**src/hdl/vibration_window_rms_assert.svh**
```systemverilog
// ----------------------------------------------------------------------------
// Assertion macros for the vibration window RMS block
// Clocked on clk, disabled while rst_n is low.
// ----------------------------------------------------------------------------
`ifndef VIBRATION_WINDOW_RMS_ASSERT_SVH
`define VIBRATION_WINDOW_RMS_ASSERT_SVH

// Same-cycle implication
`define VWR_ASSERT_IMP(label, ante, cons, msg) \
    label: assert property (@(posedge clk) disable iff (!rst_n) (ante) |-> (cons)) \
        else $error(msg);

// Next-cycle implication
`define VWR_ASSERT_NXT(label, ante, cons, msg) \
    label: assert property (@(posedge clk) disable iff (!rst_n) (ante) |=> (cons)) \
        else $error(msg);

`endif

```
**src/hdl/vwr_pkg.sv**
```systemverilog
// ----------------------------------------------------------------------------
// vwr_pkg
// Shared widths and types of the three-axis moving-window RMS block.
// ----------------------------------------------------------------------------
`default_nettype none

package vwr_pkg;

    // Window depth (any value 2..4096)
    localparam int WINDOW_DEPTH = 64;
    localparam int SLOT_W       = $clog2(WINDOW_DEPTH);

    // Sample layout
    localparam int AXIS_W   = 16;
    localparam int SAMPLE_W = 3 * AXIS_W;

    // One axis squared is at most 2^30; three of them stay below 2^32
    localparam int SQ_W     = 2 * AXIS_W - 1;
    localparam int TRIPLE_W = 2 * AXIS_W;

    // Window energy: below WINDOW_DEPTH * 2^32
    localparam int ENERGY_W = SLOT_W + TRIPLE_W;

    // Root result and step counter
    localparam int ROOT_W      = 16;
    localparam int ROOT_STEP_W = $clog2(ROOT_W);

    // Squares produced by one lane
    typedef struct packed {
        logic [SQ_W-1:0] new_sq;
        logic [SQ_W-1:0] old_sq;
    } lane_sq_t;

endpackage

`default_nettype wire

```
**src/hdl/vwr_merge.sv**
```systemverilog
// ----------------------------------------------------------------------------
// vwr_merge
// Merges the three lanes and keeps the running window energy.
// ----------------------------------------------------------------------------
`default_nettype none

module vwr_merge (
    input  wire logic                           clk,
    input  wire logic                           rst_n,
    input  wire logic                           update,
    input  wire vwr_pkg::lane_sq_t              lane_x,
    input  wire vwr_pkg::lane_sq_t              lane_y,
    input  wire vwr_pkg::lane_sq_t              lane_z,
    output logic [vwr_pkg::ENERGY_W-1:0]        energy_total
);

    logic [vwr_pkg::TRIPLE_W-1:0] new_sum;
    logic [vwr_pkg::TRIPLE_W-1:0] old_sum;
    logic [vwr_pkg::ENERGY_W-1:0] energy_total_reg;
    logic [vwr_pkg::ENERGY_W-1:0] energy_total_next;

    // Per-sample energies, new and overwritten
    assign new_sum = vwr_pkg::TRIPLE_W'(lane_x.new_sq) + vwr_pkg::TRIPLE_W'(lane_y.new_sq)
                   + vwr_pkg::TRIPLE_W'(lane_z.new_sq);
    assign old_sum = vwr_pkg::TRIPLE_W'(lane_x.old_sq) + vwr_pkg::TRIPLE_W'(lane_y.old_sq)
                   + vwr_pkg::TRIPLE_W'(lane_z.old_sq);

    // Old energy is always part of the total, so no underflow
    assign energy_total_next = energy_total_reg - vwr_pkg::ENERGY_W'(old_sum)
                             + vwr_pkg::ENERGY_W'(new_sum);

    always_ff @(posedge clk or negedge rst_n)
    begin
        if (!rst_n)
        begin
            energy_total_reg <= '0;
        end
        else if (update)
        begin
            energy_total_reg <= energy_total_next;
        end
    end

    assign energy_total = energy_total_reg;

endmodule

`default_nettype wire

```
**config.mk**
```make
export PLATFORM = sky130hd
export DESIGN_NAME = vwr_merge
export DESIGN_NICKNAME = d
export VERILOG_FILES = /design/src/hdl/vibration_window_rms_assert.svh /design/src/hdl/vwr_pkg.sv /design/src/hdl/vwr_merge.sv
export SDC_FILE = /design/constraint.sdc
export NUM_CORES = 1
export LEC_CHECK = 0
export BUFFER_PORTS_ARGS = -buffer_cell sky130_fd_sc_hd__buf_2
export CAP_MARGIN = 10
export CORE_UTILIZATION = 56
export CTS_CLUSTER_DIAMETER = 150
export DETAILED_ROUTE_END_ITERATION = 6
export GPL_TIMING_DRIVEN = 0
export PLACE_DENSITY = 0.87
export SKIP_CTS_REPAIR_TIMING = 1
export SLEW_MARGIN = 25
export SYNTH_ARGS = -nofsm -noshare
export SYNTH_HDL_FRONTEND = slang
export SYNTH_SLANG_ARGS = --single-unit
```
**constraint.sdc**
```tcl
create_clock -name clk -period 4.19 [get_ports clk]
set_input_delay 0.2095 -clock clk [delete_from_list [all_inputs] [get_ports clk]]
set_output_delay 0.2095 -clock clk [all_outputs]
set_load 0.005 [all_outputs]
```
==> Word-level counts from Yosys, hierarchy flattened <==
Cells that the tools add are included.
{ "totals": {"register_bits": 38, "inputBits": 189, "output_inout_bits": 38, "word_cells": 7} }
{ "op_classes": {"n_addsub": 6} }
{ "op_table": {"columns": ["op", "count"], "rows": [
  ["adder 31 x 31 -> 32 bit", 2],
  ["adder 32 x 31 -> 32 bit", 2],
  ["adder 38 x 32 -> 38 bit", 1],
  ["subtractor 38 x 32 -> 38 bit", 1]
]} }

==> Longest topological paths before layout <==
{ "logic_depth": {"ltp_word": 4, "depth_mapped": 26, "depth_no_buf": 25} }

==> Least setup slack after synthesis <==
Ideal clock, no wire load.
{ "synth_path": {"path_kind": "input to register", "startpoint": "input port lane_x[1] (netlist bit)", "endpoint": "register energy_total_reg (netlist bit energy_total[23])", "setup_ns": 0.125, "arrival_time_ns": 5.385, "required_time_ns": 4.065, "slack_ns": -1.320, "cell_stages": 24, "path_buffers": 1, "cell_sequence": "inv_1 > fa_1 > inv_1 > ha_1 > fa_1 > a211oi_1 > nor2_1 > o31ai_1 > a21oi_1 > a21o_1 > a21o_1 > a221oi_1 > xor2_1 > fa_1 > ha_1 > clkbuf_1 > nand4_1 > nor3_1 > nand3_1 > a311oi_1 > nor2_1 > o21ai_0 > xor2_1 > mux2_2"} }
{ "synth_via": {"elab_chain_cells": 4} }
{ "synth_rtl": {"columns": ["item", "line_no", "text"], "rows": [
  ["start: declaration", "vwr_merge.sv:11", "input wire vwr_pkg::lane_sq_t lane_x,"],
  ["adder 31 x 31 -> 32 bit", "vwr_merge.sv:25", "assign old_sum = vwr_pkg::TRIPLE_W'(lane_x.old_sq) + vwr_pkg::TRIPLE_W'(lane_y.old_sq)"],
  ["adder 32 x 31 -> 32 bit", "vwr_merge.sv:26", "+ vwr_pkg::TRIPLE_W'(lane_z.old_sq);"],
  ["subtractor 38 x 32 -> 38 bit", "vwr_merge.sv:29", "assign energy_total_next = energy_total_reg - vwr_pkg::ENERGY_W'(old_sum)"],
  ["adder 38 x 32 -> 38 bit", "vwr_merge.sv:30", "+ vwr_pkg::ENERGY_W'(new_sum);"],
  ["end signal: assignment", "vwr_merge.sv:40", "energy_total_reg <= energy_total_next;"],
  ["end: declaration", "vwr_merge.sv:19", "logic [vwr_pkg::ENERGY_W-1:0] energy_total_reg;"]
]} }
Every way passes these cells.
A chain may end at the register's enable or synchronous reset.

==> Final worst setup path <==
{ "layout_path": {"startpoint": "input port lane_z[32] (netlist bit)", "endpoint": "register energy_total_reg (netlist bit energy_total[30])"} }
{ "layout_via": {"elab_chain_cells": 2} }
{ "layout_rtl": {"columns": ["item", "line_no", "text"], "rows": [
  ["start: declaration", "vwr_merge.sv:13", "input wire vwr_pkg::lane_sq_t lane_z,"],
  ["adder 32 x 31 -> 32 bit", "vwr_merge.sv:24", "+ vwr_pkg::TRIPLE_W'(lane_z.new_sq);"],
  ["adder 38 x 32 -> 38 bit", "vwr_merge.sv:30", null]
]} }
Every way passes these cells.

==> impl_metrics.toml <==
[outcome]
status = "finished, violations left"
failed_checks = "DRC, setup timing"

[die]
start_util_pct = 57.92
pin_count = 227
fp.coreArea_um2 = 14640
dieArea_um2 = 15640
num_rows = 44
die_y_um = 125.1
die-width_um = 125.1

[setup_path]
critPathRequiredTime_ps = 4370
crit_fanout = 5
start_kind = "input port"
critical_path.cell_chain = "buf_6, fa_1, ha_2, fa_2, a211o_1, a2111oi_4, buf_4, o31ai_2, a21o_1, a21oi_2, xnor2_2, fa_1, ha_4, a21o_1, o21bai_4, a221o_1, a21oi_2, a21oi_2, o211ai_2, a211oi_2, or3_1, a31o_2"
cp_common_cell = "a21oi_2"
end_kind = "register"
critPathTopFamily = "compound AO/OA/AOI/OAI gates"
cp.arrival_ps = 5620
crit_path_max_incr_delay_ps = 510
cp_num_buf_inv = 2
cp_slowest_cell = "fa_1"
criticalPathCategory = "in -> reg"

[final_layout]
diodes = 0
drive_above_1_share_pct = 35.51
post-route-util_pct = 75.63
final_cell_area_um2 = 11080
n_fill_cell = 1067
stdcell_count = 1378
largest_register_ffs = 38
syn_to_final_growth_pct = 30.58
nets = 1578

[yosys]
ys_seq_area_share_pct = 11.21
synth_area_leaders = "fa_1 23%, ha_1 14%, dfrtp_1 11%"
ys.flop_type = "dfrtp_1"
synth_edf_count = 0
syn_nets = 1319
synth.top_cell.area_share_pct = 22.66
yosys.area.top_type = "fa_1"
synth_seq_cells = 38
synth_warnings = 0
synth_cell_type_count = 62
syn-instance-count = 936
synth_commonest_cells = "98 x ha_1, 96 x fa_1, 94 x a21oi_1"
syn_area_um2 = 8482
avgSynthCellArea_um2 = 9.062
synthArstFlopShare_pct = 100.0
synth_most_common_cell = "ha_1"

[routing]
drt-initial-drc-count = 383
routed_via_density = 5.905
post_drt_wl_per_cell_um = 16.77
vias = 8137
ant_nets = 0
drt_first_pass_iters = 7
drt_wl_total_mm = 23.11
drc = 28

[sta]
finalMaxSlewViolations = 0
finalSetupViolCount = 29
fmax_mhz = 184.1
setup_ws_ps = -1243
grt_setup_unrepaired = "true"
period_minus_slack_ps = 5433
fin_crit_sh_pct = 129.7
maxSlewHeadroom_pct = 43.81
finalHoldViolCount = 0
worst_pin_slew_ps = 821.6
skew_ps = 6.901

[grt]
antenna_found_initial = 0
overflow = 0
grt_pass1_vias = 8078
grt_use_total_pct = 27.88
grt_pass1_wl_mm = 35.81
grt_max_degree = 39

[clocking]
root_buffer = "clkbuf_16"
clock_latency_ps = 290
cts_buffers = 5
clk_pin_slew_ps = 60
clk_path_buf_depth = 2
h-tree-depth = 2
cts_tree = "done"
cts.sinks = 38

[place]
dpl.hpwl_mm = 18.28
dpl_cell_area_um2 = 10050
globalplace.congestion = 0.9296
place_ws_ps = -1772
port_buffers = 226
place_inst = 1346

[flow_run]
maxCapViolations = 0

[hold_path]
hp-class = "in -> reg"
==> cells in the final DEF, fill, tap and decap left out, types with 12 or more instances in the layout <==
cell      count
dfrtp_1      38
mux2_2       15
inv_1        41
o21ai_0      25
xnor2_1      44
buf_2       223
xor2_1       27
a21o_1       67
ha_1         80
nand4_1      16
nand2_1      51
nor2_1       55
ha_4         12
buf_4        29
o21bai_1     14
a21oi_1      67
fa_1         90
nand3_1      24
a21oi_2      23
==> layout make-up <==
cell class	instances	area, um2	area share [%]
Sequential cell	38	950.9	8.586
Inverter	46	182.7	1.649
Tap cell	184	230.2	2.079
Multi-Input combinational cell	826	8049	72.67
Clock buffer	6	138.9	1.254
Buffer	18	95.09	0.8586
Timing Repair Buffer	260	1429	12.90
==> path summary, 6_finish.rpt <==
check | endpoint | startpoint | slack [ps] | depth (start not counted)
max in group asynchronous | energy_total[5] | rst_n | 3350 | 2
worst min register to register | energy_total[25] | energy_total[25] | 570 | 1
worst max-delay path | energy_total[30] | lane_z[32] | -1240 | 22
min in group asynchronous | energy_total[29] | rst_n | 470 | 2
worst max register to register | energy_total[32] | energy_total[1] | 410 | 12
worst min-delay path | energy_total[37] | update | 310 | 4
==> cell families (layout without fill, tap and decap cells) <==
logic type                 count (synthesis)  after routing  share of synthesized area [%]
DFF                                       38             38                          11.21
xor gates and xnor gates                  84             84                          8.674
and+or+nand+nor                          224            224                          12.72
AOI/OAI and AO/OA                        297            297                          23.47
muxes                                     27             27                          3.511
adders and majority gates                194            194                          37.11
buffers and inverters                     72            330                          3.304
==> worst min-delay path, cell delays in order <==
cell	delay [ps]
buf_2	100
nand2_1	70
nand4_1	90
nand4_1	80
==> routing by layer <==
metal,part of all wire [%],global-route usage (%),up-vias
met5,0,0,-
met4,4.6,12.70,0
met3,4.1,2.995,68
met2,52,51.56,255
met1,39,32.34,3913
li1,-,-,3901
==> through the flow <==
step	hold WS (ps)	TNS [ps]
after global routing	392.1	-30750
after detailed placement	409.3	-35430
after floorplan	-86.09	-15950
after CTS	102.2	-27190
after global placement	390.7	-33850
final	305.2	-25360
Power is not shown: default switching activity piles up to over one toggle a cycle in this logic, so the estimate is an artifact.
