**config.mk**
```make
export PLATFORM = sky130hd
export DESIGN_NAME = vwr_lane
export DESIGN_NICKNAME = d
export VERILOG_FILES = /design/src/hdl/vibration_window_rms_assert.svh /design/src/hdl/vwr_pkg.sv /design/src/hdl/vwr_lane.sv
export SDC_FILE = /design/constraint.sdc
export NUM_CORES = 1
export LEC_CHECK = 0
export ABC_AREA = 1
export BUFFER_PORTS_ARGS = -buffer_cell sky130_fd_sc_hd__buf_2
export CAP_MARGIN = 20
export CORE_MARGIN = 2
export CORE_UTILIZATION = 55
export CTS_CLUSTER_DIAMETER = 30
export DETAILED_ROUTE_END_ITERATION = 12
export PLACE_DENSITY = 0.74
export SLEW_MARGIN = 5
export SYNTH_ARGS = -nofsm -noshare
export SYNTH_HDL_FRONTEND = slang
export SYNTH_SLANG_ARGS = --single-unit
export TNS_END_PERCENT = 100
```
**constraint.sdc**
```tcl
create_clock -name clk -period 6.4 [get_ports clk]
set_input_delay 0.32 -clock clk [delete_from_list [all_inputs] [get_ports clk]]
set_output_delay 0.32 -clock clk [all_outputs]
set_load 0.01 [all_outputs]
```
**src/hdl/vibration_window_rms_assert.svh**
```systemverilog
// ----------------------------------------------------------------------------
// Assertion macros for the vibration window RMS block
// Clocked on clk, disabled while rst_n is low.
// ----------------------------------------------------------------------------
`ifndef VIBRATION_WINDOW_RMS_ASSERT_SVH
`define VIBRATION_WINDOW_RMS_ASSERT_SVH

// Same-cycle implication
`define VWR_ASSERT_IMP(label, ante, cons, msg) \
    label: assert property (@(posedge clk) disable iff (!rst_n) (ante) |-> (cons)) \
        else $error(msg);

// Next-cycle implication
`define VWR_ASSERT_NXT(label, ante, cons, msg) \
    label: assert property (@(posedge clk) disable iff (!rst_n) (ante) |=> (cons)) \
        else $error(msg);

`endif

```
**src/hdl/vwr_pkg.sv**
```systemverilog
// ----------------------------------------------------------------------------
// vwr_pkg
// Shared widths and types of the three-axis moving-window RMS block.
// ----------------------------------------------------------------------------
`default_nettype none

package vwr_pkg;

    // Window depth (any value 2..4096)
    localparam int WINDOW_DEPTH = 64;
    localparam int SLOT_W       = $clog2(WINDOW_DEPTH);

    // Sample layout
    localparam int AXIS_W   = 16;
    localparam int SAMPLE_W = 3 * AXIS_W;

    // One axis squared is at most 2^30; three of them stay below 2^32
    localparam int SQ_W     = 2 * AXIS_W - 1;
    localparam int TRIPLE_W = 2 * AXIS_W;

    // Window energy: below WINDOW_DEPTH * 2^32
    localparam int ENERGY_W = SLOT_W + TRIPLE_W;

    // Root result and step counter
    localparam int ROOT_W      = 16;
    localparam int ROOT_STEP_W = $clog2(ROOT_W);

    // Squares produced by one lane
    typedef struct packed {
        logic [SQ_W-1:0] new_sq;
        logic [SQ_W-1:0] old_sq;
    } lane_sq_t;

endpackage

`default_nettype wire

```
**src/hdl/vwr_lane.sv**
```systemverilog
// ----------------------------------------------------------------------------
// vwr_lane
// One axis lane: squares the incoming and the overwritten value of an axis.
// ----------------------------------------------------------------------------
`default_nettype none

module vwr_lane (
    input  wire logic                                clk,
    input  wire logic                                load,
    input  wire logic signed [vwr_pkg::AXIS_W-1:0]   new_axis,
    input  wire logic signed [vwr_pkg::AXIS_W-1:0]   old_axis,
    input  wire logic                                old_valid,
    output vwr_pkg::lane_sq_t                        sq
);

    logic signed [vwr_pkg::AXIS_W-1:0]   old_masked;
    logic signed [2*vwr_pkg::AXIS_W-1:0] new_prod;
    logic signed [2*vwr_pkg::AXIS_W-1:0] old_prod;
    vwr_pkg::lane_sq_t                   sq_reg;

    // Entries never written since reset read as zero
    assign old_masked = old_valid ? old_axis : '0;

    // Squares are never negative and fit in SQ_W bits
    assign new_prod = new_axis * new_axis;
    assign old_prod = old_masked * old_masked;

    always_ff @(posedge clk)
    begin
        if (load)
        begin
            sq_reg.new_sq <= new_prod[vwr_pkg::SQ_W-1:0];
            sq_reg.old_sq <= old_prod[vwr_pkg::SQ_W-1:0];
        end
    end

    assign sq = sq_reg;

endmodule

`default_nettype wire

```
**Word-level counts from Yosys, hierarchy flattened**

Cells that the tools add are included.

- Flip-flop bits (word level): 62
- Word-level logic and storage cells: 5

- Multiply operators: 2
- Mux-type cells: 1

Operator list:

| kind | number |
|---|---|
| $mul 16x16->31 | 2 |
| $mux 16 | 1 |

**Logic depth before layout (Yosys ltp)**

- Depth in word-level cells: 2
- Depth in mapped cells: 29
- Mapped depth without buffers: 27

**Worst setup path before layout**

No wires, ideal clock.

- Path type: input to register
- Start point: input port old_valid
- End point: register sq_reg (netlist bit sq[30]) (data pin)
- Library setup time: 0.252 ns
- Arrival: 5.631 ns
- Slack: 0.517 ns
- Stages: 24
- Buffers on the path: 2
- Path through: buf_2 -> nand2_1 -> clkbuf_1 -> nor2_1 -> fa_1 -> inv_1 -> fa_1 -> inv_1 -> fa_1 -> fa_1 -> fa_1 -> inv_1 -> fa_1 -> inv_1 -> ha_1 -> nand2_1 -> nor2_1 -> nand2_1 -> nor3_1 -> nand2_1 -> inv_1 -> nor2_1 -> nand2_1 -> nand2_1

- Longest elaborated chain between the ends: 2

Ends and longest elaborated chain:

| item | RTL line | RTL |
|---|---|---|
| start, declared | vwr_lane.sv:12 | `input wire logic old_valid,` |
| $mux 16 | vwr_lane.sv:22 | `assign old_masked = old_valid ? old_axis : '0;` |
| $mul 16x16->31 | vwr_lane.sv:26 | `assign old_prod = old_masked * old_masked;` |
| named net old_prod (one bit) | vwr_lane.sv:18 | `logic signed [2*vwr_pkg::AXIS_W-1:0] old_prod;` |
| end, declared | vwr_lane.sv:19 | `vwr_pkg::lane_sq_t sq_reg;` |

The timed path passes the listed nets, and every way through them passes these cells.
A chain may end at the register's enable or synchronous reset.

**Worst setup path after layout**

- Start point: input port old_valid
- End point: register sq_reg (netlist bit sq[24]) (data pin)

Same word-level chain as after synthesis.

==> impl_metrics.prom <==
# TYPE chip_impl_metric gauge
chip_impl_metric{name="max_freq",unit="MHz"} 168
chip_impl_metric{name="critPathMaxFanout",unit=""} 17
chip_impl_metric{name="port_buffers",unit=""} 94
chip_impl_metric{name="yosysWarnings",unit=""} 0
chip_impl_metric{name="floorplan.rows",unit=""} 70
chip_impl_metric{name="grt_use_met1",unit="%"} 34.8
chip_impl_metric{name="pin_count_of_the_biggest_net_entering_global_routing",unit=""} 61
chip_impl_metric{name="gr-total-overflow",unit=""} 0
chip_impl_metric{name="synthesis.area_per_instance",unit="um^2"} 8.29
chip_impl_metric{name="layout-drive-gt1-share",unit="%"} 6.30
chip_impl_metric{name="sequential_cell_area",unit="um^2"} 1800
chip_impl_info{name="clk_root_buffer_cell",value="clkbuf_16"} 1
chip_impl_metric{name="floorplan.die.width",unit="um"} 197
chip_impl_info{name="status",value="finished clean"} 1
chip_impl_metric{name="core_area",unit="um^2"} 36700
chip_impl_metric{name="synth_area",unit="um^2"} 20600
chip_impl_metric{name="relSlewSlack",unit="%"} 44.3
chip_impl_metric{name="cts_max_level",unit=""} 3
chip_impl_metric{name="finalSetupViolCount",unit=""} 0
chip_impl_metric{name="area_growth",unit="%"} 6.43
chip_impl_info{name="ys_dominant_reg_cell",value="edfxtp_1"} 1
chip_impl_info{name="hold_end",value="sq[2]"} 1
chip_impl_metric{name="largest_register_ffs",unit=""} 60
chip_impl_metric{name="fillerInstances",unit=""} 3256
chip_impl_metric{name="slew_viol_final",unit=""} 0
chip_impl_metric{name="synth_enable_flop_cells",unit=""} 60
chip_impl_metric{name="drt-total-wl",unit="um"} 50400
chip_impl_info{name="worstHoldStart",value="old_axis[0]"} 1
chip_impl_metric{name="post_drt_wl_per_cell",unit="um"} 16.6
chip_impl_metric{name="report.final.hold_viol_count",unit=""} 0
chip_impl_metric{name="post_route_drc_violation_count",unit=""} 0
chip_impl_metric{name="firstDrtPassIters",unit=""} 7
chip_impl_info{name="leading_cell_types_by_total_area_after_synthesis",value="fa_1 (45%), inv_1 (15%), ha_1 (10%)"} 1
chip_impl_metric{name="gr-usage-met3",unit="%"} 3.16
chip_impl_metric{name="grt.total_usage",unit="%"} 28.3
chip_impl_metric{name="drt_iter0_drc",unit=""} 752
chip_impl_metric{name="drt_via_density",unit=""} 5.11
chip_impl_metric{name="max-clock-path-buffers",unit=""} 2
chip_impl_metric{name="worst_hold_path.num_cells",unit=""} 2
chip_impl_metric{name="slew_at_the_pin_closest_to_its_max_slew_limit",unit="ps"} 836
chip_impl_metric{name="antenna_violating_nets_post_route",unit=""} 0
chip_impl_metric{name="timing.setup.tns",unit="ps"} 0
chip_impl_metric{name="design.portCount",unit=""} 97
chip_impl_metric{name="cts_hold_buffers",unit=""} 0
chip_impl_info{name="cp-end-kind",value="flip-flop"} 1
chip_impl_metric{name="seq_area_frac_synth",unit="%"} 8.76
chip_impl_metric{name="synthesis.instances",unit=""} 2481
chip_impl_metric{name="arrival",unit="ps"} 6000
chip_impl_metric{name="grt_first_pass_wirelength",unit="um"} 85700
chip_impl_info{name="setup.worst_path.start_class",value="input pin"} 1
chip_impl_info{name="timing_worst_setup_path_type",value="in -> reg"} 1
chip_impl_info{name="gr-max-usage-layer",value="met2"} 1
chip_impl_metric{name="synth_top_cell_area_share",unit="%"} 44.9
chip_impl_metric{name="synth-xor-area-share",unit="%"} 2.00
chip_impl_metric{name="antenna_found_initial",unit=""} 1
chip_impl_metric{name="globalplace.congestion",unit=""} 0.969
chip_impl_metric{name="cap_violations",unit=""} 0
chip_impl_metric{name="tritoncts.num_buffers",unit=""} 9
chip_impl_info{name="grt_setup_unrepaired",value="false"} 1
chip_impl_metric{name="die_height",unit="um"} 197
chip_impl_info{name="synth_largest_area_cell",value="fa_1"} 1
chip_impl_metric{name="num_vias",unit=""} 15500
chip_impl_metric{name="first_global_vias",unit=""} 17300
chip_impl_metric{name="synth_compound_gate_area_share",unit="%"} 2.63
chip_impl_metric{name="number_of_nets_in_the_final_layout",unit=""} 3227
chip_impl_metric{name="timing.critical_path.required",unit="ps"} 6460
chip_impl_metric{name="start_util",unit="%"} 56.0
chip_impl_metric{name="synthDistinctLibCells",unit=""} 33
chip_impl_info{name="synth_top_family_by_area",value="adder cells"} 1
chip_impl_metric{name="timing.final.crit_period",unit="ps"} 5940
chip_impl_metric{name="combined_area_of_the_multi_input_logic_cells",unit="um^2"} 15500
chip_impl_metric{name="synthSimpleGateAreaFrac",unit="%"} 15.6
chip_impl_metric{name="sinks_on_clock_net",unit=""} 60
chip_impl_metric{name="cts_resized",unit=""} 0
chip_impl_metric{name="post_synth_mux_area_share",unit="%"} 0
chip_impl_metric{name="dp.final_hpwl",unit="um"} 44500
chip_impl_info{name="synth_top_cells_by_count",value="inv_1 (821), nand2_1 (480), fa_1 (461)"} 1
chip_impl_metric{name="clk_transition_reported_paths",unit="ps"} 50
chip_impl_metric{name="synth-adder-area-share",unit="%"} 54.9
chip_impl_info{name="holdCritPathClass",value="in -> reg"} 1
chip_impl_metric{name="async_reset_ff_share",unit="%"} 0
chip_impl_metric{name="diodes",unit=""} 0
chip_impl_metric{name="dieArea",unit="um^2"} 38900
chip_impl_metric{name="gr_util_met2",unit="%"} 50.6
chip_impl_metric{name="cts_post_setup_buffers_inserted",unit=""} 0
chip_impl_metric{name="synth_seq_cells",unit=""} 60
chip_impl_info{name="synthMostInstantiatedCell",value="inv_1"} 1
chip_impl_metric{name="layout_worst_path_cycle_share",unit="%"} 92.8
chip_impl_info{name="cts_tree",value="done"} 1
==> routing by layer <==
metal | up-vias | routed length, um
met5 | - | 0
met4 | 0 | 2330
met3 | 148 | 2610
met2 | 509 | 25800
met1 | 7621 | 19600
li1 | 7244 | -
==> logic make-up (layout without fill, tap and decap cells) <==
family / count (synthesis) / count (layout)
simple gates: 776 / 776
flops: 60 / 60
fa+ha+maj: 626 / 626
buf+inv: 872 / 960
xor+xnor: 47 / 47
compound gates: 99 / 99
other cells: 1 / 2
==> placed cells by master, fill, tap and decap left out, types with 2 or more instances in the layout <==
master	synthesis	final
inv_1	821	821
nand2_1	480	480
fa_1	461	461
ha_1	165	165
nor2_1	157	157
buf_2	6	94
nand3_1	68	68
edfxtp_1	60	60
a21oi_1	55	55
xor2_1	37	37
o21ai_0	25	25
nand4_1	25	25
buf_4	2	22
nor3_1	10	10
xnor2_1	10	10
a21o_1	9	9
nor2_2	9	9
o21bai_1	9	9
clkbuf_16	0	9
nand2_2	7	7
inv_2	6	6
clkinv_1	2	5
nor3_2	4	4
and2_1	3	3
nand3_2	3	3
nor2_4	3	3
or2_2	3	3
nand3b_1	2	2
conb_1	1	2
clkbuf_1	34	2
==> how the worst max path moves through the flow <==
stage	start	cells after the start	end
after global placement	old_valid	21	sq[24]
after global routing	old_valid	21	sq[24]
after detailed placement	old_valid	21	sq[24]
final	old_valid	21	sq[24]
after CTS	old_valid	21	sq[24]
after floorplan	old_valid	24	sq[30]
==> critical path, cell delays in order <==
cell	delay, ps
buf_2	290
nand2_1	340
inv_1	250
nand2_1	120
fa_1	550
inv_1	80
fa_1	490
fa_1	620
fa_1	460
fa_1	500
inv_1	50
fa_1	470
inv_1	50
ha_1	400
nand2_2	130
nor2_2	160
inv_2	80
nor3_2	200
nand3_1	180
nand4_1	120
nand2_1	130
==> through the flow <==
step | util, % | instance area [um^2] | hold WS [ps] | cells | worst slack (ps)
after global placement | 58.9 | 21600 | 705 | 3023 | 263
after detailed placement | 58.9 | 21600 | 677 | 3023 | 189
after global routing | 59.6 | 21900 | 355 | 3038 | 229
final | 59.6 | 21900 | 335 | 3038 | 460
after floorplan | - | 20600 | 419 | 2482 | 517
after CTS | 59.6 | 21900 | 319 | 3038 | 541
==> area by class of cell <==
type	instances	share of cell area [%]
sequential	60	8.24
inverter	829	14.2
timing repair buffer	116	2.91
clock inverter	4	0.189
tap	468	2.68
multi-input combinational	1550	70.7
clock buffer	11	1.06
Power is not shown: default switching activity piles up to over one toggle a cycle in this logic, so the estimate is an artifact.
