### src/hdl/vibration_window_rms_assert.svh
// ----------------------------------------------------------------------------
// Assertion macros for the vibration window RMS block
// Clocked on clk, disabled while rst_n is low.
// ----------------------------------------------------------------------------
`ifndef VIBRATION_WINDOW_RMS_ASSERT_SVH
`define VIBRATION_WINDOW_RMS_ASSERT_SVH

// Same-cycle implication
`define VWR_ASSERT_IMP(label, ante, cons, msg) \
    label: assert property (@(posedge clk) disable iff (!rst_n) (ante) |-> (cons)) \
        else $error(msg);

// Next-cycle implication
`define VWR_ASSERT_NXT(label, ante, cons, msg) \
    label: assert property (@(posedge clk) disable iff (!rst_n) (ante) |=> (cons)) \
        else $error(msg);

`endif

### src/hdl/vwr_ram.sv
// ----------------------------------------------------------------------------
// vwr_ram
// Generic single-write, single-read RAM with registered read data.
// ----------------------------------------------------------------------------
`default_nettype none

module vwr_ram #(
    parameter int WIDTH = 8,
    parameter int DEPTH = 16
) (
    input  wire logic                     clk,
    input  wire logic                     we,
    input  wire logic [$clog2(DEPTH)-1:0] wr_addr,
    input  wire logic [WIDTH-1:0]         wr_data,
    input  wire logic                     rd_en,
    input  wire logic [$clog2(DEPTH)-1:0] rd_addr,
    output logic      [WIDTH-1:0]         rd_data
);

    logic [WIDTH-1:0] mem [DEPTH];

    // Write port
    always_ff @(posedge clk)
    begin
        if (we)
        begin
            mem[wr_addr] <= wr_data;
        end
    end

    // Registered read port
    always_ff @(posedge clk)
    begin
        if (rd_en)
        begin
            rd_data <= mem[rd_addr];
        end
    end

endmodule

`default_nettype wire

### config.mk
export PLATFORM = sky130hd
export DESIGN_NAME = vwr_ram
export DESIGN_NICKNAME = d
export VERILOG_FILES = /design/src/hdl/vibration_window_rms_assert.svh /design/src/hdl/vwr_ram.sv
export SDC_FILE = /design/constraint.sdc
export NUM_CORES = 1
export LEC_CHECK = 0
export ABC_AREA = 1
export BUFFER_PORTS_ARGS = -buffer_cell sky130_fd_sc_hd__buf_4
export CAP_MARGIN = 20
export CORE_MARGIN = 2
export CORE_UTILIZATION = 50
export CTS_CLUSTER_SIZE = 20
export DETAILED_ROUTE_END_ITERATION = 16
export PLACE_DENSITY = 0.77
export RECOVER_POWER = 100
export SKIP_LAST_GASP = 1
export SYNTH_ARGS = -nofsm -noshare
export SYNTH_HDL_FRONTEND = slang
export SYNTH_SLANG_ARGS = --single-unit
### constraint.sdc
create_clock -name clk -period 1.31 [get_ports clk]
set_clock_uncertainty 0.15 [all_clocks]
set_input_delay 0.0655 -clock clk [delete_from_list [all_inputs] [get_ports clk]]
set_output_delay 0.0655 -clock clk [all_outputs]
set_load 0.005 [all_outputs]
# After elaboration in Yosys (flattened, before gate mapping)
# Memories as Yosys holds them, arrays and structs flattened. A register that Yosys moved wholly into a read port is not among the register bits.
# Cells that the tools add are included.
dict set report totals {
  ff_bits 0
  mem_bits_rw 128
  inputBits 19
  output_inout_bits 8
  memories 1
}
dict set report classes {
  mux 2
}
# name words width rd rd_clocked_by_memory_dff write_ports line
set mem_list {}
lappend mem_list {mem 16 8 1 1 1 vwr_ram.sv:20} ;# logic [WIDTH-1:0] mem [DEPTH];
# cell n
set ops {}
lappend ops {{$mux W1} 2}

# Logic depth before layout (Yosys ltp)
# Gate-level depths: netlist of run 1.
dict set report depth {
  depth_word 2
  ltp_mapped 8
}

# Worst setup path before layout of run 1
# Ideal clock, no wire load.
dict set report synth_path {
  kind {input to register}
  start {input port wr_addr[2]}
  end {memory mem[10][0], enable pin}
  setup_time_ps 370
  t_arrival_ps 646
  t_required_ps 790
  slack_ps 144
  cell_stages 2
  n_path_buf 0
  path_cell_list {nand3b_1 > nor2_1}
}
# item line
set synth_lines {}
lappend synth_lines {{from (decl)} vwr_ram.sv:13} ;# input wire logic [$clog2(DEPTH)-1:0] wr_addr,
lappend synth_lines {{to (decl)} vwr_ram.sv:20}
# Straight into the memory's write port.

==> results of run 1 <==
[logic make-up after synthesis]
family                 after synthesis  share of synthesized area [%]
buffers and inverters              126                           9.39
AND/OR/NAND/NOR                    289                           20.8
flip-flops                         136                           69.8
[layout make-up]
cell class,instances,share of cell area (%)
multi-input cells,289,18.3
well taps,143,2.57
inverters,102,5.50
clock buffers,18,6.17
flip-flops and latches,136,58.7
repair buffers,64,6.18
clock inverters,14,2.61
[through the flow]
step           TNS, ns  worst slack [ns]
2_1_floorplan        0             0.144
3_3_place_gp    -0.587            -0.115
3_5_place_dp    -0.690            -0.133
4_1_cts              0           0.00137
5_1_grt        -0.0582           -0.0201
6_report             0            0.0278
[per-layer routing]
metal	vias to the layer above	part of all wire, %	routed length [um]
li1	1898	-	-
met1	1908	39	5120
met2	205	49	6350
met3	25	9.3	1220
met4	0	3.0	387
met5	-	0	0
[power by group through the flow]
stage	clock network, mW	logic (mW)	registers (mW)
2_1_floorplan	0	0.344	5.02
3_3_place_gp	0	0.605	5.02
3_5_place_dp	0	0.618	5.02
4_1_cts	4.93	0.654	4.93
5_1_grt	5.13	0.715	4.94
6_report	4.91	0.650	4.93
[worst max-delay path: stages, from the launching register on]
cell and delay (ns):
edfxtp_1 0.37, inv_1 0.07, nand2_1 0.05, nand3_1 0.10, nand3_2 0.11, nand3_2 0.09
nand2_1 0.08
[sequential cells by signal, summed over array words and instances (netlist names)]
name and cells:
mem 128, rd_data 8
[repair_timing]
action	4_1_cts	5_1_grt
pin swaps	0	3
hold endpoints to repair	144	0
hold buffers	11	0
gates resized for setup	1	12
endpoints found under the setup margin	1	6
[cells in the mapped netlist (all sizes together)]
cell    number
buf         24
edfxtp     136
inv        102
nand2      173
nand3       97
nand3b       2
nor2        17
[worst paths after layout]
| check | from | endpoint | slack (ns) | cells after the start |
|---|---|---|---|---|
| worst max-delay path | mem[5][2]$_DFFE_PP_ | rd_data[2]$_DFFE_PP_ | 0.03 | 6 |
| worst min-delay path | rd_addr[2] | rd_data[1]$_DFFE_PP_ | 0.01 | 4 |
| worst max register to register | mem[5][2]$_DFFE_PP_ | rd_data[2]$_DFFE_PP_ | 0.03 | 6 |
| worst min register to register | mem[11][7]$_DFFE_PP_ | rd_data[7]$_DFFE_PP_ | 0.59 | 6 |
==> results.md, run 1 <==
* P_int at 8.28 mW
* Die Wd at 112 um
* CTS Buffer Depth at 2
* Max-slew violations at 0
* Logic pwr share at 6.2%
* Worst IR Drop VDD at 1.02 mV
* Initial antenna violation count at 0
* Met1 global-route usage at 29.2%
* Fin crit period at 1.28 ns
* Psw at 2.21 mW
* CP startpoint kind: register
* Register area at 4080 um2
* Area grow syn2layout at 19.0%
* RSZ-0062 raised after global routing: yes
* DR iter-0 viols at 358
* Synth Register Bits at 136
* Share of cells above drive strength 1 at 12.0%
* Leakage at 2.96 nW
* Clock-pin slew on the worst setup and hold paths at 0.06 ns
* Final core utilization at 61.0%
* CTS tree: done
* Area occupied by multi-input gates at 1270 um2
* Post-route cell area at 6960 um2
* CP arrival at 1.30 ns
* H-tree depth at 4
* Placed cell count at 723
* Vias at 4,036
* GRT met2 Usage at 33.9%
* Rel. slew slack at 56.0%
* Initial Utilization at 51.2%
* Dpl hpwl at 7830 um
* Worst Tran Pin Value at 0.659 ns
* Fillers at 888
* Syn_nets at 570
* Worst skew pair latency at 0.42 ns
* Area post-placement at 6280 um2
* Post-Route WL at 13,100 um
* Most frequent cells in the layout: 173 x nand2_1, 136 x edfxtp_1, 99 x inv_1
* Worst Setup End Kind: register
* Boundary Pins at 27
* GPL Wtd Cong at 0.932
* Commonest non-fill, non-tap cell in the layout: nand2_1
* DR DRC count at 0
* Area contributors post-synth: edfxtp_1 70%, nand2_1 11%, nand3_1 8.3%
* Switch share at 21.1%
* Clock Power Share at 46.8%
* Gr usage total at 22.0%
* Ys Warns at 0
* Fmax at 0.780 GHz
* Root Buffer: clkbuf_16
* Crit Path Category: reg -> reg
* Pwr Total at 10.5 mW
* Setup Buffers After CTS at 0
* Number of buffers created by CTS at 17
* Power per cell area at 1510 nW/um2
* Yosys top cell area share at 69.8%
* GRT Max-Usage Layer: met2
* Std cell rows at 39
* Max_cap viols at 0
* N_diodes at 0
* DRT antenna net count at 0
* Vias in the first global route at 4,041
* Crit Path Max Fanout at 1
* Final Hold Vio Count at 0
* Synth Instances at 551
* Fin nets at 629
* Port-buffer cells at 26
* Hold crit path type: in -> reg
* Mapped Avg Cell Area at 10.6 um2
* Hold_ws at 0.0130 ns
* Overall die area at 12,600 um2
* Vias per cell at 5.27
* # clock sinks at 136
* Synth cell types at 11
* WL/cell at 17.1 um
* Die Y-Extent at 112 um
* Outcome: completed
* Seq/Total Area, Yosys at 69.8%
* Core Area at 11,400 um2
* Sequential share of power at 47.0%
* Setup-failing EPs final at 0
* M3 GR Usage at 5.94%
* Total grt overflow at 0
* Tcrit/Tclk final at 97.9%
* CP required at 1.32 ns
* Synthesized area at 5850 um2
* Fin cells at 766
* Synth area leader: edfxtp_1
* First-pass GRT wire length at 20,600 um
* First-pass DRT Iterations at 5
* Largest net degree at the start of global routing at 35
(Power assumes the default switching activity.)
==> run 2, diff against run 1 <==
--- a/config.mk
+++ b/config.mk
@@ -9,11 +9,12 @@
 export BUFFER_PORTS_ARGS = -buffer_cell sky130_fd_sc_hd__buf_4
 export CAP_MARGIN = 20
 export CORE_MARGIN = 2
-export CORE_UTILIZATION = 50
+export CORE_UTILIZATION = 45
 export CTS_CLUSTER_SIZE = 20
 export DETAILED_ROUTE_END_ITERATION = 16
-export PLACE_DENSITY = 0.77
+export PLACE_DENSITY = 0.71
 export RECOVER_POWER = 100
+export REMOVE_ABC_BUFFERS = 1
 export SKIP_LAST_GASP = 1
 export SYNTH_ARGS = -nofsm -noshare
 export SYNTH_HDL_FRONTEND = slang
==> run 2 against run 1 <==
Worst setup slack worse by 0.024 ns. Utilization fell by 5.3 points. Sequential share of layout area fell by 0.72 points. Maximum frequency decreased by 1.9%. First-iteration DRC count up 35%. Via count increased by 1.0%. Design area up 1.2%. Sequential cell count unchanged. Cell count grew 3.8%.
==> results.md, run 2 (synthesized netlist as in run 1, its figures left out) <==
* Die Y-Extent at 118 um (+5.2%)
* Clock Power Share at 46.8% (about the same)
* CTS Buffer Depth at 2 (unchanged)
* Switch share at 21.2% (+0.12 points)
* Largest registers: mem: 128 flops, rd_data: 8 flops
* Gr usage total at 19.7% (-2.3 points)
* Sequential share of power at 46.9% (about the same)
* CP required at 1.33 ns (about the same)
* Logic pwr share at 6.3% (about the same)
* Initial antenna violation count at 0 (unchanged)
* Psw at 2.23 mW (+0.88%)
* Area grow syn2layout at 20.5%
* Overall die area at 13,900 um2 (+11%)
* Fillers at 1,057 (+19%)
* Pwr Total at 10.5 mW (+0.30%)
* Dpl hpwl at 8230 um (+5.1%)
* Share of cells above drive strength 1 at 11.9% (-0.16 points)
* Number of buffers created by CTS at 17 (unchanged)
* N_diodes at 0 (unchanged)
* DR DRC count at 0 (unchanged)
* Tcrit/Tclk final at 99.7% (+1.9 points)
* GPL Wtd Cong at 0.843 (-9.5%)
* H-tree depth at 4 (unchanged)
* Hold_ws at 0.0943 ns (+0.0813 ns)
* Fmax at 0.765 GHz (-1.9%)
* Core Area at 12,700 um2 (+11%)
* Fin crit period at 1.31 ns (+0.0245 ns)
* Worst Setup End Kind: register
* Most frequent cells in the layout: 172 x nand2_1, 136 x edfxtp_1, 99 x inv_1
* Worst IR Drop VDD at 0.903 mV (-11%)
* Setup-failing EPs final at 0 (unchanged)
* Boundary Pins at 27 (unchanged)
* Vias in the first global route at 3,918 (-3.0%)
* Power per cell area at 1490 nW/um2 (-0.93%)
* First-pass GRT wire length at 20,500 um (-0.60%)
* WL/cell at 17.0 um (-0.49%)
* Crit Path Category: in -> reg
* Root Buffer: clkbuf_16
* CTS tree: done
* Post-Route WL at 13,500 um (+3.3%)
* Port-buffer cells at 26 (unchanged)
* Hold crit path type: in -> reg
* Largest net degree at the start of global routing at 47 (+34%)
* RSZ-0062 raised after global routing: yes
* Std cell rows at 41 (+5.1%)
* DR iter-0 viols at 482 (+35%)
* Most flops, register: mem
* Max-slew violations at 0 (unchanged)
* Die Wd at 118 um (+5.2%)
* Commonest non-fill, non-tap cell in the layout: nand2_1
* P_int at 8.29 mW (+0.15%)
* Total grt overflow at 0 (unchanged)
* DRT antenna net count at 0 (unchanged)
* CP startpoint kind: input pin
* Worst Tran Pin Value at 0.690 ns (+0.0307 ns)
* Crit Path Max Fanout at 8 (+7)
* Vias at 4,077 (+1.0%)
* Initial Utilization at 46.1% (-5.1 points)
* Fin nets at 629 (unchanged)
* Outcome: completed
* Final Hold Vio Count at 0 (unchanged)
* Max_cap viols at 0 (unchanged)
* CP arrival at 1.33 ns (+0.03 ns)
* First-pass DRT Iterations at 5 (unchanged)
* Setup tns final at 0 ns (unchanged)
* Clock-pin slew on the worst setup and hold paths at 0.05 ns (about the same)
* Vias per cell at 5.13 (-2.7%)
* Max reg flops at 128 (unchanged)
* Rel. slew slack at 54.0% (-2.0 points)
* Leakage at 2.97 nW (+0.35%)
* # clock sinks at 136 (unchanged)
* Setup Buffers After CTS at 0 (unchanged)
* Worst skew pair latency at 0.42 ns (about the same)
==> run 2: cell count changes in the layout (fill, tap and decap cells not counted), sizes merged <==
| cell | before | now |
|---|---|---|
| clkinvlp | 4 | 5 |
| buf | 15 | 14 |
| clkbuf | 56 | 57 |
| inv | 102 | 101 |
==> run 2: worst max-delay path: stages <==
cell and delay, ns:
dlygate4sd3_1 0.55, buf_6 0.15, clkinvlp_4 0.12, clkbuf_16 0.17
nand3_1 0.09, nand3_1 0.10, nand2_1 0.06
==> run 2: path summary, 6_finish.rpt <==
| kind | start | endpoint | slack, ns | cells after the start |
|---|---|---|---|---|
| setup / recovery | rd_addr[2] | rd_data[0]$_DFFE_PP_ | 0.003 | 7 |
| hold / removal | rd_addr[0] | rd_data[7]$_DFFE_PP_ | 0.09 | 7 |
| setup reg to reg | mem[9][1]$_DFFE_PP_ | rd_data[1]$_DFFE_PP_ | 0.02 | 6 |
| hold reg to reg | mem[0][6]$_DFFE_PP_ | rd_data[6]$_DFFE_PP_ | 0.61 | 6 |
==> run 2: timing repair <==
action                                 4_1_cts  5_1_grt
endpoints found under the hold margin      143        0
resized for setup                            0       15
hold buffers                                11        0
setup endpoints to repair                    0        6
==> run 2: area by class of cell <==
cell class              instances  area (um2)  area share [%]
well taps                     172         215            3.05
repair buffers                 64         479            6.80
flip-flops and latches        136        4080            58.0
clock inverters                14         181            2.57
multi-input cells             289        1270            18.0
inverters                     102         387            5.49
clock buffers                  18         429            6.09
==> run 2: power by group through the flow <==
stage	Sequential, mW	Combinational, mW	Clock [mW]
floorplan	5.02	0.263	0
global placement	5.02	0.604	0
detailed placement	5.02	0.619	0
CTS	4.94	0.654	4.92
global route	4.94	0.727	5.09
finish	4.94	0.666	4.92
==> run 2: metrics by stage <==
step | instance area (um2) | std cells | setup WS [ns] | util (%)
floorplan | 5680 | 527 | -0.0261 | -
global placement | 6340 | 751 | -0.0592 | 50.0
detailed placement | 6340 | 751 | -0.0911 | 50.0
CTS | 7060 | 794 | 0.0133 | 55.7
global route | 7050 | 795 | -0.0232 | 55.6
finish | 7050 | 795 | 0.00328 | 55.6
==> run 2: layer usage <==
metal	part of all wire (%)	routed length, um	vias up	global-route usage (%)
met1	41	5480	1943	24.5
li1	-	-	1900	-
met2	49	6650	198	32.8
met5	0	0	-	0
met4	3.3	449	0	9.71
met3	6.9	928	36	4.07
