--- src/hdl/vibration_window_rms_assert.svh ---
// ----------------------------------------------------------------------------
// Assertion macros for the vibration window RMS block
// Clocked on clk, disabled while rst_n is low.
// ----------------------------------------------------------------------------
`ifndef VIBRATION_WINDOW_RMS_ASSERT_SVH
`define VIBRATION_WINDOW_RMS_ASSERT_SVH

// Same-cycle implication
`define VWR_ASSERT_IMP(label, ante, cons, msg) \
    label: assert property (@(posedge clk) disable iff (!rst_n) (ante) |-> (cons)) \
        else $error(msg);

// Next-cycle implication
`define VWR_ASSERT_NXT(label, ante, cons, msg) \
    label: assert property (@(posedge clk) disable iff (!rst_n) (ante) |=> (cons)) \
        else $error(msg);

`endif

--- src/hdl/vwr_pkg.sv ---
// ----------------------------------------------------------------------------
// vwr_pkg
// Shared widths and types of the three-axis moving-window RMS block.
// ----------------------------------------------------------------------------
`default_nettype none

package vwr_pkg;

    // Window depth (any value 2..4096)
    localparam int WINDOW_DEPTH = 64;
    localparam int SLOT_W       = $clog2(WINDOW_DEPTH);

    // Sample layout
    localparam int AXIS_W   = 16;
    localparam int SAMPLE_W = 3 * AXIS_W;

    // One axis squared is at most 2^30; three of them stay below 2^32
    localparam int SQ_W     = 2 * AXIS_W - 1;
    localparam int TRIPLE_W = 2 * AXIS_W;

    // Window energy: below WINDOW_DEPTH * 2^32
    localparam int ENERGY_W = SLOT_W + TRIPLE_W;

    // Root result and step counter
    localparam int ROOT_W      = 16;
    localparam int ROOT_STEP_W = $clog2(ROOT_W);

    // Squares produced by one lane
    typedef struct packed {
        logic [SQ_W-1:0] new_sq;
        logic [SQ_W-1:0] old_sq;
    } lane_sq_t;

endpackage

`default_nettype wire

--- src/hdl/vwr_root.sv ---
// ----------------------------------------------------------------------------
// vwr_root
// Iterative root of the window mean: largest r with r*r*WINDOW_DEPTH <= E,
// one result bit per cycle, with shifted partial products kept in registers.
// ----------------------------------------------------------------------------
`default_nettype none

module vwr_root (
    input  wire logic                           clk,
    input  wire logic                           rst_n,
    input  wire logic                           start,
    input  wire logic [vwr_pkg::ENERGY_W-1:0]   energy,
    output logic                                busy,
    output logic [vwr_pkg::ROOT_W-1:0]          root
);

    localparam logic [vwr_pkg::ENERGY_W-1:0] DEPTH_TOP =
        vwr_pkg::ENERGY_W'(vwr_pkg::WINDOW_DEPTH) << (2 * (vwr_pkg::ROOT_W - 1));

    logic                              busy_reg;
    logic [vwr_pkg::ROOT_STEP_W-1:0]   step_reg;
    logic [vwr_pkg::ENERGY_W-1:0]      energy_reg;
    logic [vwr_pkg::ENERGY_W-1:0]      sq_reg;     // r*r*D
    logic [vwr_pkg::ENERGY_W-1:0]      cross_reg;  // r*D << (k+1)
    logic [vwr_pkg::ENERGY_W-1:0]      bit_reg;    // D << 2k
    logic [vwr_pkg::ROOT_W-1:0]        root_reg;
    logic [vwr_pkg::ENERGY_W-1:0]      cand;
    logic                              take;

    // Candidate (r + 2^k)^2 * D
    assign cand = sq_reg + cross_reg + bit_reg;
    assign take = (cand <= energy_reg);

    // Control
    always_ff @(posedge clk or negedge rst_n)
    begin
        if (!rst_n)
        begin
            busy_reg <= 1'b0;
            step_reg <= '0;
        end
        else if (start)
        begin
            busy_reg <= 1'b1;
            step_reg <= vwr_pkg::ROOT_STEP_W'(vwr_pkg::ROOT_W - 1);
        end
        else if (busy_reg)
        begin
            if (step_reg == '0)
            begin
                busy_reg <= 1'b0;
            end
            step_reg <= step_reg - 1'b1;
        end
    end

    // Datapath
    always_ff @(posedge clk)
    begin
        if (start)
        begin
            energy_reg <= energy;
            sq_reg     <= '0;
            cross_reg  <= '0;
            bit_reg    <= DEPTH_TOP;
            root_reg   <= '0;
        end
        else if (busy_reg)
        begin
            bit_reg <= bit_reg >> 2;
            if (take)
            begin
                sq_reg             <= cand;
                cross_reg          <= (cross_reg >> 1) + bit_reg;
                root_reg[step_reg] <= 1'b1;
            end
            else
            begin
                cross_reg <= cross_reg >> 1;
            end
        end
    end

    assign busy = busy_reg;
    assign root = root_reg;

endmodule

`default_nettype wire

--- config.mk ---
export PLATFORM = sky130hd
export DESIGN_NAME = vwr_root
export DESIGN_NICKNAME = d
export VERILOG_FILES = /design/src/hdl/vibration_window_rms_assert.svh /design/src/hdl/vwr_pkg.sv /design/src/hdl/vwr_root.sv
export SDC_FILE = /design/constraint.sdc
export NUM_CORES = 1
export LEC_CHECK = 0
export BUFFER_PORTS_ARGS = -buffer_cell sky130_fd_sc_hd__buf_2
export CORE_AREA = 2 2 149 151
export DETAILED_ROUTE_END_ITERATION = 10
export DIE_AREA = 0 0 151 153
export GPL_TIMING_DRIVEN = 0
export PLACE_DENSITY = 0.67
export SYNTH_ARGS = -nofsm -noshare
export SYNTH_HDL_FRONTEND = slang
export SYNTH_SLANG_ARGS = --single-unit
--- constraint.sdc ---
create_clock -name clk -period 10.15 [get_ports clk]
set_input_delay 2.5375 -clock clk [delete_from_list [all_inputs] [get_ports clk]]
set_output_delay 2.5375 -clock clk [all_outputs]
set_load 0.01 [all_outputs]
## Word level (Yosys, flattened, before mapping)

Cells that the tools add are included.

- Bits in registers: 154
- Latch bits: 0
- Memory bits (writable): 0
- ROM bits: 0
- Input port bits: 41
- Word-level logic and storage cells: 27
- Memories kept: 0

- $add $sub $neg: 4
- Multipliers: 0
- Divide/modulo/power cells: 0
- Magnitude comparators: 3
- Equal/unequal tests: 0
- Shift operators: 0
- Mux-type cells: 8
- Bitwise logic cells: 1
- Reductions and logical operators: 4

Operator list:

| operator | count |
|---|---|
| adder 37 x 37 -> 38 bit | 1 |
| adder 38 x 37 -> 38 bit | 1 |
| adder 38 bit | 1 |
| <= comparator 38 bit | 1 |
| two-way mux 38 bit | 1 |
| OR 16 bit | 1 |
| two-way mux 4 bit | 2 |
| less-than comparator 4 x 5 -> 1 bit (second input constant) | 1 |
| demux 1 bit (select 4 bit) | 1 |
| greater-or-equal comparator 4 x 1 -> 1 bit (second input constant) | 1 |
| zero test 4 bit | 1 |
| two-way mux 1 bit | 4 |
| subtractor 4 x 1 -> 4 bit (second input constant) | 1 |
| AND reduction 2 bit | 1 |
| nonzero test 2 bit | 1 |
| logical AND 1 bit | 1 |

## Depth between registers and ports, before layout

Gate-level depths: netlist of run 1.

- Depth in word-level cells: 5
- Mapped depth: 24
- Mapped depth without buffers: 21

## Worst setup path after synthesis of run 1

No wires, ideal clock.

- Path type: register to register
- Start point: reg cross_reg[2] in the netlist's numbering
- End point: reg sq_reg[34] in the netlist's numbering
- Arrival: 5057 ps
- Data required time: 10076 ps
- Path slack: 5019 ps
- Cell stages (with the launch flop): 21
- Path buffers: 1
- Period minus slack after synthesis: 5131 ps
- Path through: dfxtp_1 > inv_1 > fa_1 > inv_1 > fa_1 > a211oi_1 > o21ai_0 > a21oi_1 > nor2_1 > a211o_1 > a221oi_1 > xnor2_1 > ha_1 > nand4_1 > nor4_4 > a221o_1 > o211a_2 > a2111o_1 > buf_2 > a2111o_1 > a31oi_1

- Cells in the longest elaborated chain, start to end: 4

RTL lines:

| element | RTL line | source |
|---|---|---|
| from (decl) | vwr_root.sv:24 | `logic [vwr_pkg::ENERGY_W-1:0] cross_reg;` |
| from (signal assigned) | vwr_root.sv:74 | `cross_reg <= (cross_reg >> 1) + bit_reg;` |
| from (signal assigned) | vwr_root.sv:79 | `cross_reg <= cross_reg >> 1;` |
| adder 38 bit | vwr_root.sv:31 | `assign cand = sq_reg + cross_reg + bit_reg;` |
| adder 38 x 37 -> 38 bit | vwr_root.sv:31 |  |
| net cand (one bit) | vwr_root.sv:27 | `logic [vwr_pkg::ENERGY_W-1:0] cand;` |
| <= comparator 38 bit | vwr_root.sv:32 | `assign take = (cand <= energy_reg);` |
| AND reduction 2 bit (no line) | -- |  |
| to (signal assigned) | vwr_root.sv:73 | `sq_reg <= cand;` |
| to (decl) | vwr_root.sv:23 | `logic [vwr_pkg::ENERGY_W-1:0] sq_reg;` |

The timed path passes the listed nets, and every way through them passes these cells.
A chain may end at the register's enable or synchronous reset.

## Worst setup path in the final report of run 1

- Start point: reg cross_reg[2] in the netlist's numbering
- End point: reg sq_reg[5] in the netlist's numbering

Same word-level chain as after synthesis.

==> flow_metrics.env, run 1 <==
export IMPL_largest_net_degree_at_the_start_of_global_routing=40
export IMPL_clock_insertion_delay_worst_skew_ns=0.44
export IMPL_final_design_area_no_fill_um2=11900
export IMPL_drt_drc_violations_left=0
export IMPL_numClockSinks=154
export IMPL_grt_antenna_before_repair=0
export IMPL_globalRoute_busiestLayer="met2"
export IMPL_floorplan_initialDensity=0.496
export IMPL_post_cts_resize_count=0
export IMPL_setup_tns_final_ns=0
export IMPL_most_common_cell_after_layout_fill_and_taps_aside="sky130_fd_sc_hd__nor2_1"
export IMPL_timing_final_ws_setup_ns=3.19
export IMPL_power_density_nw_per_um2=200
export IMPL_filler_cell_count=2018
export IMPL_postCtsSetupRepairBufs=0
export IMPL_grt_use_met3=0.0349
export IMPL_worstMarginPinSlew_ns=0.914
export IMPL_mappedNetlistNets=1416
export IMPL_wirelength_mm=29.1
export IMPL_timing_critical_path_required_ns=10.51
export IMPL_dominant_cell_type_by_area_after_synthesis="sky130_fd_sc_hd__dfxtp_1"
export IMPL_vdd_ir_drop_worst_mv=0.122
export IMPL_postSynthRegisterBits=154
export IMPL_final_setup_skew_ns=0.0132
export IMPL_synth_area_top_cells="sky130_fd_sc_hd__dfxtp_1, sky130_fd_sc_hd__ha_1, sky130_fd_sc_hd__edfxtp_1"
export IMPL_hold_violations=0
export IMPL_clkPwrFrac=0.265
export IMPL_synth_main_ff_cell="sky130_fd_sc_hd__dfxtp_1"
export IMPL_cts_root_buffer="sky130_fd_sc_hd__clkbuf_16"
export IMPL_timing_slew_headroom=0.391
export IMPL_drt_wirelength_per_cell_um=18.1
export IMPL_maxSlewViolCount=0
export IMPL_crit_path_top_delay_cell="sky130_fd_sc_hd__a2111oi_2"
export IMPL_crit_reg2reg_capture="sq_reg[5]"
export IMPL_mostFrequentLayoutCells="sky130_fd_sc_hd__nor2_1, sky130_fd_sc_hd__ha_1, sky130_fd_sc_hd__inv_1"
export IMPL_post_route_cells_drive_above_1_share=0.0904
export IMPL_grt_setup_unrepaired="no"
export IMPL_core_area_um2=21500
export IMPL_netlist_instances=1239
export IMPL_dp_hpwl_mm=22.1
export IMPL_clk_transition_reported_paths_ns=0.07
export IMPL_vias_per_instance=5.87
export IMPL_numCtsBuffers=17
export IMPL_endpoint_kind="flip-flop"
export IMPL_power_switching_uw=1030
export IMPL_final_cell_count_no_fill=1608
export IMPL_path_cells="inv_1 > fa_1 > inv_1 > fa_1 > a211oi_1 > o21ai_0 > a21oi_1 > nor4_1 > nor4b_1 > o21ai_0 > nor2b_1 > xor2_1 > ha_1 > nand4_1 > nor3_1 > nand3_2 > o211a_2 > a2111oi_2 > clkbuf_1 > nand2_1 > a21oi_1"
export IMPL_worstSetupPathType="reg -> reg"
export IMPL_swShare=0.432
export IMPL_internal_power_summed_over_all_cells_uw=1350
export IMPL_clk_path_buf_depth=2
export IMPL_die_height_um=153
export IMPL_timing_max_cap_violations=0
export IMPL_cts_tree="done"
export IMPL_groute_layer_met1_usage=0.360
export IMPL_drt_pre_antenna_iters=5
export IMPL_cp_data_arrival_time_ns=7.32
export IMPL_place_inst=1576
export IMPL_die_width_um=151
export IMPL_netlist_area_leader_share=0.208
export IMPL_fin_crit_ns=6.96
export IMPL_setup_slack_after_placement_ns=3.39
export IMPL_gpl_final_weighted_congestion=1.01
export IMPL_antenna_cells=0
export IMPL_whs_ns=0.458
export IMPL_run_status="finished, final reports clean"
export IMPL_syn_area_per_cell_um2=8.60
export IMPL_globalRouteTotalUtil=0.256
export IMPL_synth_seq_area_share=0.327
export IMPL_power_frac_comb=0.422
export IMPL_timing_critical_path_to="sq_reg[5]"
export IMPL_crit_path_start="cross_reg[2]"
export IMPL_final_antenna_net_count=0
export IMPL_synthArstFlopShare=0.0325
export IMPL_detailedRoute_firstIterationViolations=741
export IMPL_setup_violations=0
export IMPL_num_nets_final=1492
export IMPL_leakage_power_of_the_design_uw=0.00553
export IMPL_postCtsHoldBufs=0
export IMPL_synth_yosys_warnings=0
export IMPL_syn_cell_area_um2=10700
export IMPL_ys_types=71
export IMPL_final_min_period_over_clock_period=0.686
export IMPL_floorplan_io_pins=58
export IMPL_hold_path_depth=2
export IMPL_hp_class="reg -> reg"
export IMPL_synth_edf_count=38
export IMPL_input_output_buffers=57
export IMPL_pwr_share_seq=0.314
export IMPL_floorplan_die_area_um2=23100
export IMPL_reg2reg_slack_ns=3.19
export IMPL_grt_first_pass_wirelength_mm=46.3
export IMPL_use_met2=0.411
export IMPL_place_area_um2=11300
export IMPL_vias=9432
export IMPL_reg2regPathDepth=21
export IMPL_ff_to_ff_start="cross_reg[2]"
export IMPL_via_count_of_the_first_global_routing_pass=8828
export IMPL_timing_critical_path_from_type="flip-flop"
export IMPL_htree_levels=4
export IMPL_crit_fanout=10
export IMPL_syn2layout_area_growth_pct=11.3
export IMPL_hold_path_origin="sq_reg[8]"
export IMPL_globalRoute_totalOverflow=0
export IMPL_core_rowCount=54
export IMPL_crit_path_max_incr_delay_ns=0.79
export IMPL_max_freq_mhz=144
==> critical path, delay by kind of cell (launching register included) <==
| family | cells | cell delay [ns] |
|---|---|---|
| AOI/OAI and AO/OA | 7 | 2.31 |
| adders and majority gates | 3 | 1.29 |
| and+or+nand+nor | 7 | 1.89 |
| buffers and inverters | 3 | 0.79 |
| xor gates and xnor gates | 1 | 0.15 |
| DFF | 1 | 0.44 |
==> synth_stat cells, drive strengths merged, types with 26 or more instances <==
| master | number |
|---|---|
| edfxtp | 38 |
| nand2 | 103 |
| nand3 | 31 |
| xnor2 | 27 |
| dfxtp | 111 |
| a211oi | 26 |
| clkbuf | 40 |
| a31oi | 33 |
| o21ai | 65 |
| inv | 113 |
| ha | 116 |
| nor2 | 134 |
| mux2i | 30 |
| a21oi | 94 |
==> power by group through the flow <==
stage,sequential [µW],clock [µW],combinational (µW)
6_report,745,628,1000
5_1_grt,752,660,1100
4_1_cts,744,637,994
3_5_place_dp,758,0,986
3_3_place_gp,756,0,970
2_1_floorplan,742,0,665
==> logic make-up after synthesis <==
family          synth area share
simple gates               0.161
fa+ha+maj                  0.174
flops                      0.327
xor+xnor                  0.0321
mux                       0.0324
compound gates             0.215
buf+inv                   0.0585
==> stage by stage <==
stage	total power, µW	util
2_1_floorplan	1410	-
3_3_place_gp	1730	0.526
3_5_place_dp	1740	0.526
4_1_cts	2380	0.552
5_1_grt	2510	0.552
6_report	2380	0.552
==> routing by layer <==
layer  vias to the layer above  part of all wire
li1                       4630                 -
met1                      4465              0.47
met2                       296              0.47
met3                        41             0.048
met4                         0             0.020
met5                         -                 0
==> layout make-up <==
type	instances	area (µm²)	share of cell area
clock buffer	18	429	0.0362
tap	280	350	0.0295
buffer	50	195	0.0165
clock inverter	14	135	0.0114
inverter	114	428	0.0361
timing repair buffer	57	285	0.0241
sequential	154	3490	0.294
multi-input combinational	921	6550	0.552
==> worst min-delay path by stage <==
stage	endpoint
6_report	sq_reg[8]
5_1_grt	sq_reg[8]
4_1_cts	sq_reg[8]
3_5_place_dp	sq_reg[8]
3_3_place_gp	sq_reg[8]
2_1_floorplan	sq_reg[18]
Note: power is estimated with default switching activity, not from simulation.
==> run 2, diff against run 1 <==
==> constraint.sdc (replaced) <==
create_clock -name clk -period 6.9 [get_ports clk]
set_input_delay 1.725 -clock clk [delete_from_list [all_inputs] [get_ports clk]]
set_output_delay 1.725 -clock clk [all_outputs]
set_load 0.01 [all_outputs]
==> flow_metrics.env, run 2 (synthesis gave the netlist of run 1 again) <==
export IMPL_run_status="finished, final reports clean"
export IMPL_worstSetupPathType="reg -> reg"
export IMPL_hold_violations=0
export IMPL_clk_transition_reported_paths_ns=0.07
export IMPL_final_min_period_over_clock_period=0.950
export IMPL_power_density_nw_per_um2=295
export IMPL_clock_insertion_delay_worst_skew_ns=0.43
export IMPL_hp_class="reg -> reg"
export IMPL_timing_critical_path_from_type="flip-flop"
export IMPL_drt_drc_violations_left=0
export IMPL_wirelength_mm=29.1
export IMPL_crit_path_start="cross_reg[2]"
export IMPL_syn2layout_area_growth_pct=11.6
export IMPL_gpl_final_weighted_congestion=1.01
export IMPL_dp_hpwl_mm=22.1
export IMPL_route_top_layer_used="met4"
export IMPL_timing_critical_path_required_ns=7.23
export IMPL_reg2regPathDepth=19
export IMPL_crit_fanout=10
export IMPL_final_antenna_net_count=0
export IMPL_core_area_um2=21500
export IMPL_globalRouteTotalUtil=0.256
export IMPL_postCtsHoldBufs=0
export IMPL_fin_crit_ns=6.56
export IMPL_most_common_cell_after_layout_fill_and_taps_aside="sky130_fd_sc_hd__nor2_1"
export IMPL_clk_path_buf_depth=2
export IMPL_hold_path_origin="sq_reg[8]"
export IMPL_numClockSinks=154
export IMPL_input_output_buffers=57
export IMPL_drt_wirelength_per_cell_um=18.1
export IMPL_cts_root_buffer="sky130_fd_sc_hd__clkbuf_16"
export IMPL_post_route_cells_drive_above_1_share=0.0949
export IMPL_vdd_ir_drop_worst_mv=0.178
export IMPL_num_nets_final=1492
export IMPL_grt_first_pass_wirelength_mm=46.3
export IMPL_wirelength_met1_mm=13.5
export IMPL_detailedRoute_firstIterationViolations=716
export IMPL_ff_to_ff_start="cross_reg[2]"
export IMPL_power_uw=3510
export IMPL_worstMarginPinSlew_ns=1.10
export IMPL_floorplan_io_pins=58
export IMPL_cp_data_arrival_time_ns=6.88
export IMPL_final_setup_skew_ns=0.0126
export IMPL_timing_final_ws_setup_ns=0.343
export IMPL_detailroute_wirelength_met2_mm=13.5
export IMPL_endpoint_kind="flip-flop"
export IMPL_grt_setup_unrepaired="no"
export IMPL_setup_tns_final_ns=0
export IMPL_via_count_of_the_first_global_routing_pass=8828
export IMPL_whs_ns=0.458
export IMPL_htree_levels=4
export IMPL_maxSlewViolCount=0
export IMPL_antenna_cells=0
export IMPL_numCtsBuffers=17
export IMPL_die_height_um=153
export IMPL_timing_max_cap_violations=0
export IMPL_mostFrequentLayoutCells="sky130_fd_sc_hd__nor2_1, sky130_fd_sc_hd__ha_1, sky130_fd_sc_hd__inv_1"
export IMPL_max_freq_mhz=153
export IMPL_met3_length_mm=1.52
export IMPL_core_rowCount=54
export IMPL_hold_path_depth=2
export IMPL_timing_slew_headroom=0.260
export IMPL_filler_cell_count=2009
export IMPL_setup_slack_after_placement_ns=0.140
export IMPL_drt_pre_antenna_iters=5
export IMPL_globalRoute_totalOverflow=0
export IMPL_die_width_um=151
export IMPL_sequential_cell_area_um2=3490
export IMPL_leakage_power_of_the_design_uw=0.00554
export IMPL_setup_violations=0
export IMPL_floorplan_die_area_um2=23100
export IMPL_area_of_the_multi_input_gates_um2=6580
export IMPL_cts_tree="done"
export IMPL_floorplan_initialDensity=0.496
export IMPL_largest_net_degree_at_the_start_of_global_routing=40
export IMPL_vias_per_instance=5.91
export IMPL_grt_antenna_before_repair=0
export IMPL_vias=9505
[run 2: path summary, 6_finish.rpt]
kind | slack, ns | endpoint
max reg2reg | 0.34 | sq_reg[22]
max in group asynchronous | 5.67 | step_reg[1]
min in group asynchronous | 1.09 | step_reg[0]
min | 0.46 | sq_reg[8]
max | 0.34 | sq_reg[22]
min reg2reg | 0.46 | sq_reg[8]
[run 2: per-layer routing]
layer  global-route usage  vias to the layer above
met5                    0                        -
met4               0.0761                        0
met3               0.0349                       44
met2                0.411                      296
met1                0.360                     4533
li1                     -                     4632
[run 2: final cells by class]
| class | instances | share of cell area |
|---|---|---|
| Tap cell | 280 | 0.0295 |
| Multi-Input combinational cell | 921 | 0.553 |
| Clock inverter | 14 | 0.0114 |
| Timing Repair Buffer | 57 | 0.0240 |
| Buffer | 50 | 0.0166 |
| Sequential cell | 154 | 0.293 |
| Inverter | 114 | 0.0360 |
| Clock buffer | 18 | 0.0361 |
[run 2: repair_timing]
action                                  CTS  global route
hold endpoints to repair                  0             0
gates resized for setup                   0            11
buffers inserted                          0             0
endpoints found under the setup margin    0            86
[run 2: worst max-delay path: stages, from the launching register on]
cell and delay (ns):
sky130_fd_sc_hd__dfxtp_1 0.44, sky130_fd_sc_hd__inv_1 0.10, sky130_fd_sc_hd__fa_1 0.52, sky130_fd_sc_hd__inv_1 0.07
sky130_fd_sc_hd__fa_1 0.48, sky130_fd_sc_hd__a211oi_1 0.29, sky130_fd_sc_hd__o21ai_0 0.20, sky130_fd_sc_hd__a21oi_2 0.33
sky130_fd_sc_hd__nor4_1 0.19, sky130_fd_sc_hd__nor4b_1 0.45, sky130_fd_sc_hd__o21ai_0 0.19, sky130_fd_sc_hd__nor2b_1 0.17
sky130_fd_sc_hd__xor2_1 0.15, sky130_fd_sc_hd__ha_1 0.29, sky130_fd_sc_hd__nand4_1 0.24, sky130_fd_sc_hd__o21ai_0 0.85
sky130_fd_sc_hd__a2111o_1 0.43, sky130_fd_sc_hd__clkbuf_1 0.51, sky130_fd_sc_hd__nor2_1 0.27, sky130_fd_sc_hd__a21bo_2 0.27
[run 2: power breakdown]
group	internal [µW]	switching (µW)	total (µW)
logic	474	1020	1490
registers	1020	77.8	1100
clock network	505	422	927
[run 2: metrics by stage]
stage / cells / instance area (µm²) / utilization
global placement: 1576 / 11300 / 0.526
finish: 1608 / 11900 / 0.554
CTS: 1608 / 11900 / 0.552
floorplan: 1239 / 10700 / -
global route: 1608 / 11900 / 0.554
detailed placement: 1576 / 11300 / 0.526
